### src/sv/rkss_pkg.sv
// Package for the row k-th smallest selector: field widths, register
// indexes, the cell control struct and the signed ordering key.
// No dependencies.
package rkss_pkg;

  localparam int DATA_W     = 32;
  localparam int CFG_LEN_W  = 7;
  localparam int RANK_W     = 6;
  localparam int CFG_IDX_W  = 1;
  localparam int CFG_DATA_W = 7;

  localparam logic [CFG_IDX_W-1:0] CFG_ROW_LENGTH = 1'b0;
  localparam logic [CFG_IDX_W-1:0] CFG_RANK       = 1'b1;

  localparam logic [CFG_LEN_W-1:0] ROW_LENGTH_RST = 7'd64;
  localparam logic [RANK_W-1:0]    RANK_RST       = 6'd0;

  typedef struct packed {
    logic ins_en;
    logic occupied;
  } cell_ctl_t;

  // Flipping the sign bit orders two's complement values as unsigned keys.
  function automatic logic [DATA_W-1:0] order_key(input logic [DATA_W-1:0] v);
    order_key = {~v[DATA_W-1], v[DATA_W-2:0]};
  endfunction

endpackage

### src/sv/rkss_cell.sv
// One cell of the sorted insertion chain: holds one element of the row.
// Depends on rkss_pkg.
module rkss_cell
  import rkss_pkg::*;
(
  input  logic              clk,
  input  cell_ctl_t         ctl,
  input  logic [DATA_W-1:0] ins_value,
  input  logic [DATA_W-1:0] left_value,
  input  logic              left_shift,
  output logic              shift,
  output logic [DATA_W-1:0] value_r,
  output logic [DATA_W-1:0] value_nxt
);

  logic gt;

  assign gt    = ctl.occupied && (order_key(value_r) > order_key(ins_value));
  assign shift = !ctl.occupied || gt;

  always_comb begin
    value_nxt = value_r;
    if (ctl.ins_en && shift) begin
      value_nxt = left_shift ? left_value : ins_value;
    end
  end

  always_ff @(posedge clk) begin
    value_r <= value_nxt;
  end

endmodule

### config.mk
export PLATFORM = sky130hd
export DESIGN_NAME = rkss_cell
export DESIGN_NICKNAME = d
export VERILOG_FILES = /design/src/sv/rkss_pkg.sv /design/src/sv/rkss_cell.sv
export SDC_FILE = /design/constraint.sdc
export NUM_CORES = 1
export LEC_CHECK = 0
export BUFFER_PORTS_ARGS = -buffer_cell sky130_fd_sc_hd__buf_4
export CORE_UTILIZATION = 40
export CTS_CLUSTER_SIZE = 16
export DETAILED_ROUTE_END_ITERATION = 7
export GPL_ROUTABILITY_DRIVEN = 0
export MAX_ROUTING_LAYER = met4
export PLACE_DENSITY = 0.8
export SYNTH_ARGS = -nofsm -noshare
export SYNTH_HDL_FRONTEND = slang
export SYNTH_SLANG_ARGS = --single-unit
export TNS_END_PERCENT = 100
### constraint.sdc
create_clock -name clk -period 2.6 [get_ports clk]
set_input_delay 0.26 -clock clk [delete_from_list [all_inputs] [get_ports clk]]
set_output_delay 0.26 -clock clk [all_outputs]
set_load 0.01 [all_outputs]
# Yosys cells after proc, flatten, opt, wreduce, memory -nomap -nowiden
# Cells that the tools add are included.
dict set report totals {
  reg_bits 32
  latch_bits 0
  mem_bits_rw 0
  rom_bits 0
  wordCells 10
  n_memories 0
}
dict set report op_classes {
  addsub 0
  mul 0
  n_div 0
  magnitude_cmp 1
  eq_ne 0
  n_shift 0
  muxes 2
  bitwise 2
  reduce_logical 4
}
# operator n
set op_table {}
lappend op_table {{$mux W32} 2}
lappend op_table {{$gt A32 B32 Y1} 1}
lappend op_table {{$logic_and A1 B1 Y1} 2}
lappend op_table {{$not A1 Y1} 2}
lappend op_table {{$logic_not A1 Y1} 1}
lappend op_table {{$logic_or A1 B1 Y1} 1}

# Depth between registers and ports, before layout
dict set report logic_depth {
  depth_word 6
  depth_mapped 9
  ltp_nobuf 8
}

# Worst setup path before layout
# Ideal clock, no wire load.
dict set report synth_path {
  kind {reg-to-output}
  start {reg value_r[14]}
  end {out value_nxt[10]}
  arrival_ps 2332
  required_ps 2340
  slack_ps 8
  path_stages_with_launch 9
  path_buffers 1
  cell_sequence {dfxtp_1 ha_1 a21oi_2 nand2_1 a221o_1 o31a_1 o31a_4 buf_12 mux2_4}
}
dict set report synth_between {
  elab_chain_len 5
}
# item line
set synth_lines {}
lappend synth_lines {{from (decl)} rkss_cell.sv:12} ;# output logic [DATA_W-1:0] value_r,
lappend synth_lines {{from (signal assigned)} rkss_cell.sv:29} ;# value_r <= value_nxt;
lappend synth_lines {{$gt A32 B32 Y1} rkss_cell.sv:18} ;# assign gt = ctl.occupied && (order_key(value_r) > order_key(ins_value));
lappend synth_lines {{$logic_and A1 B1 Y1} rkss_cell.sv:18}
lappend synth_lines {{$logic_or A1 B1 Y1} rkss_cell.sv:19} ;# assign shift = !ctl.occupied || gt;
lappend synth_lines {{$logic_and A1 B1 Y1} rkss_cell.sv:23} ;# if (ctl.ins_en && shift) begin
lappend synth_lines {{$mux W32} rkss_cell.sv:23}
lappend synth_lines {{to (decl)} rkss_cell.sv:13} ;# output logic [DATA_W-1:0] value_nxt
# No other way between the ends.

# Worst setup path in the final report
dict set report layout_path {
  start {reg value_r[14]}
  end {out value_nxt[7]}
}
# Same word-level chain as after synthesis.

==> flow_metrics.env <==
export IMPL_ctsRootBufferMaster="sky130_fd_sc_hd__clkbuf_8"
export IMPL_via_count_of_the_first_global_routing_pass=2463
export IMPL_worst_ir_drop_vdd_mv=0.360
export IMPL_syn_area_um2=2310
export IMPL_rr_endpoint="value_r[7]$_DFF_P_"
export IMPL_floorplan_rows=27
export IMPL_net_switching_power_uw=1040
export IMPL_power_combinational_fraction_pct=61.6
export IMPL_fin_worst_skew_ns=0.00422
export IMPL_worstRegToRegCells=12
export IMPL_remaining_drc_errors=0
export IMPL_cpMostUsedCell="sky130_fd_sc_hd__buf_12"
export IMPL_warnings_from_yosys=0
export IMPL_worst_path_dominant_cell_family="compound AO/OA/AOI/OAI gates"
export IMPL_critical_path_endpoint_type="output port"
export IMPL_timing_critical_path_from_type="flip-flop"
export IMPL_cts_max_path_buffers=2
export IMPL_min_delay_path_class="in2reg"
export IMPL_grt_max_degree=63
export IMPL_fin_ws_ns=-0.532
export IMPL_postRouteWirelength_mm=7.21
export IMPL_slew_limit_headroom_pct=63.5
export IMPL_swShare_pct=35.5
export IMPL_synth_yosys_seq_area_share_pct=27.7
export IMPL_leakagePower_uw=0.00207
export IMPL_num_vias=2444
export IMPL_die_height_um=78.0
export IMPL_dp_worst_setup_slack_ns=-0.361
export IMPL_hold_end="value_r[18]$_DFF_P_"
export IMPL_synth_lib_cells_used_distinct=27
export IMPL_floorplan_initialDensity_pct=41.7
export IMPL_path_cells="ha_4 -> nand4_1 -> buf_4 -> nor2_2 -> a221o_1 -> o31a_1 -> o31a_4 -> buf_12 -> buf_12 -> mux2_4 -> buf_6"
export IMPL_core_area_um2=5540
export IMPL_critical_path_reg2reg_startpoint="value_r[14]$_DFF_P_"
export IMPL_yosys_most_used_dff="sky130_fd_sc_hd__dfxtp_1"
export IMPL_tritoncts="yes"
export IMPL_timing_final_crit_period_ns=3.13
export IMPL_antenna_violations_before_repair=0
export IMPL_ios=133
export IMPL_vias_per_cell=4.97
export IMPL_cp_data_required_time_ns=2.34
export IMPL_global_route_overflow_total=0
export IMPL_outcome="complete, but fails checks"
export IMPL_setup_violations=35
export IMPL_largest_register="value_r"
export IMPL_grt_util_all_layers_pct=23.1
export IMPL_worst_path_max_fanout=7
export IMPL_antenna_left=0
export IMPL_design_final_nets=522
export IMPL_fin_tns_setup_ns=-15.74
export IMPL_max_slew_worst_pin_slew_ns=0.548
export IMPL_min_period_over_period_pct=120
export IMPL_regToRegSetupSlack_ns=-0.20
export IMPL_chipWidth_um=78.0
export IMPL_tritoncts_num_buffers=5
export IMPL_netlist_area_leader_share_pct=27.7
export IMPL_drive_gt1_share_pct=54.5
export IMPL_number_of_max_slew_violations_in_the_final_report=0
export IMPL_detail_route_wl_per_cell_um=14.7
export IMPL_finalHoldViolations=0
export IMPL_max_freq_mhz=319
export IMPL_antenna_diode_count=0
export IMPL_rsz0062_at_grt="true"
export IMPL_clkSlewWorstSetupHoldPaths_ns=0.06
export IMPL_violations="negative setup slack"
export IMPL_syn_inst=255
export IMPL_postSynthAreaPerCell_um2=9.06
export IMPL_ys_ff_latch=32
export IMPL_sequential_share_of_power_pct=26.5
export IMPL_reg_largest_list="value_r: 32 flops"
export IMPL_postSynthNetCount=355
export IMPL_detailedRoute_firstIterationViolations=53
export IMPL_clk_insertion_delay_late_ns=0.28
export IMPL_cpMaxStageDelayCell="sky130_fd_sc_hd__o31a_4"
export IMPL_drt_pre_antenna_iters=5
export IMPL_syn2layout_area_growth_pct=72.9
export IMPL_synth_largest_area_cell="sky130_fd_sc_hd__dfxtp_1"
export IMPL_source_of_the_worst_hold_timing_path="left_value[18]"
export IMPL_power_per_cell_area_nw_per_um2=731
export IMPL_path_class="reg2out"
export IMPL_power_clock_fraction_pct=11.9
export IMPL_hold_buffers=0
export IMPL_synth_cells_most_frequent="sky130_fd_sc_hd__nand2_1, sky130_fd_sc_hd__o21ai_0, sky130_fd_sc_hd__inv_1"
export IMPL_cts_htree_levels=2
export IMPL_drv_max_cap_violation_count=0
export IMPL_cts_sink_count=32
export IMPL_worstPathBufferInverterCount=4
export IMPL_internal_power_uw=1880
export IMPL_die_area_um2=6080
export IMPL_worst_path_largest_cell_delay_ns=0.37
export IMPL_largest_register_ffs=32
export IMPL_worst_endpoint_arrival_ns=2.87
export IMPL_ys_top_cells_by_area="sky130_fd_sc_hd__dfxtp_1, sky130_fd_sc_hd__mux2_4, sky130_fd_sc_hd__ha_1, sky130_fd_sc_hd__o21ai_0, sky130_fd_sc_hd__nand2_1"
export IMPL_grt_pass1_wl_mm=10.6
export IMPL_total_of_buffers_placed_on_input_and_output_ports=132
export IMPL_yosys_cell_count_top_type="sky130_fd_sc_hd__nand2_1"
export IMPL_dp_hpwl_mm=5.45
export IMPL_synth_enable_flop_cells=0
export IMPL_worstHoldPathCells=4
export IMPL_async_reset_ff_share_pct=0
## area by class of cell
type                       instances  area [um^2]
inverter                          33          124
tap                               72         90.1
fill                             429         1550
timing repair buffer             170         1440
sequential                        32          652
multi-input combinational        180         1620
clock buffer                       5         68.8
## worst max-delay path by stage
| stage | from | end | slack, ns | cells past startpoint |
|---|---|---|---|---|
| finish | value_r[14]$_DFF_P_ | value_nxt[7] | -0.53 | 11 |
| global placement | ins_value[14] | value_nxt[4] | -0.26 | 11 |
| detailed placement | ins_value[14] | value_nxt[22] | -0.36 | 12 |
| CTS | value_r[13]$_DFF_P_ | value_nxt[4] | -0.47 | 11 |
| global route | value_r[31]$_DFF_P_ | value_nxt[7] | -0.60 | 11 |
| floorplan | value_r[14]$_DFF_P_ | value_nxt[10] | 0.008 | 8 |
## stage by stage
| stage | power, uW | cells | hold slack (ns) | instance area, um^2 | util (%) |
|---|---|---|---|---|---|
| floorplan | 1500 | 255 | 0.537 | 2310 | - |
| global placement | 2250 | 476 | 0.490 | 3560 | 64.2 |
| detailed placement | 2300 | 476 | 0.506 | 3560 | 64.2 |
| CTS | 2850 | 488 | 0.323 | 3900 | 70.4 |
| global route | 3070 | 492 | 0.338 | 3990 | 72.1 |
| finish | 2920 | 492 | 0.325 | 3990 | 72.1 |
## worst min-delay path, cell delays in order
cell,delay [ns]
sky130_fd_sc_hd__buf_4,0.07
sky130_fd_sc_hd__nand2_1,0.04
sky130_fd_sc_hd__o21ai_0,0.06
sky130_fd_sc_hd__mux2_4,0.15
## cells by family after synthesis
family                     Yosys count  synth area share (%)
and+or+nand+nor                     58                  10.9
adders and majority gates           32                  17.3
buffers and inverters               43                  9.10
muxes                               34                  20.9
AOI/OAI and AO/OA                   56                  14.0
DFF                                 32                  27.7
## power by group through the flow
stage               Sequential [uW]  Combinational [uW]  Clock, uW
floorplan                       816                 683          0
global placement                744                1500          0
detailed placement              754                1550          0
CTS                             764                1730        353
global route                    787                1910        375
finish                          772                1800        348
## layout by cell type, fill, tap and decap left out, types with 3 or more instances in the layout
cell type,instances
sky130_fd_sc_hd__a21oi_1,10
sky130_fd_sc_hd__buf_12,5
sky130_fd_sc_hd__buf_4,137
sky130_fd_sc_hd__buf_6,28
sky130_fd_sc_hd__clkbuf_8,5
sky130_fd_sc_hd__dfxtp_1,25
sky130_fd_sc_hd__dfxtp_2,6
sky130_fd_sc_hd__ha_1,24
sky130_fd_sc_hd__ha_4,8
sky130_fd_sc_hd__inv_1,33
sky130_fd_sc_hd__mux2_4,28
sky130_fd_sc_hd__nand2_1,40
sky130_fd_sc_hd__nand3_1,3
sky130_fd_sc_hd__nand4_1,4
sky130_fd_sc_hd__nor2_1,4
sky130_fd_sc_hd__o21ai_0,32
## layer usage
layer | GRT usage (%) | wire, um | up-vias
met3 | 4.00 | 303 | 19
met5 | - | 0 | -
met4 | 10.9 | 218 | 0
li1 | - | - | 1209
met1 | 23.8 | 2850 | 1126
met2 | 42.3 | 3840 | 90
## repair_timing
item,4_1_cts,5_1_grt
gates resized for setup,42,16
buffers inserted,9,6
pin swaps,10,6
cloned,1,0
setup endpoints to repair,42,54
Note: power is estimated with default switching activity, not from simulation.
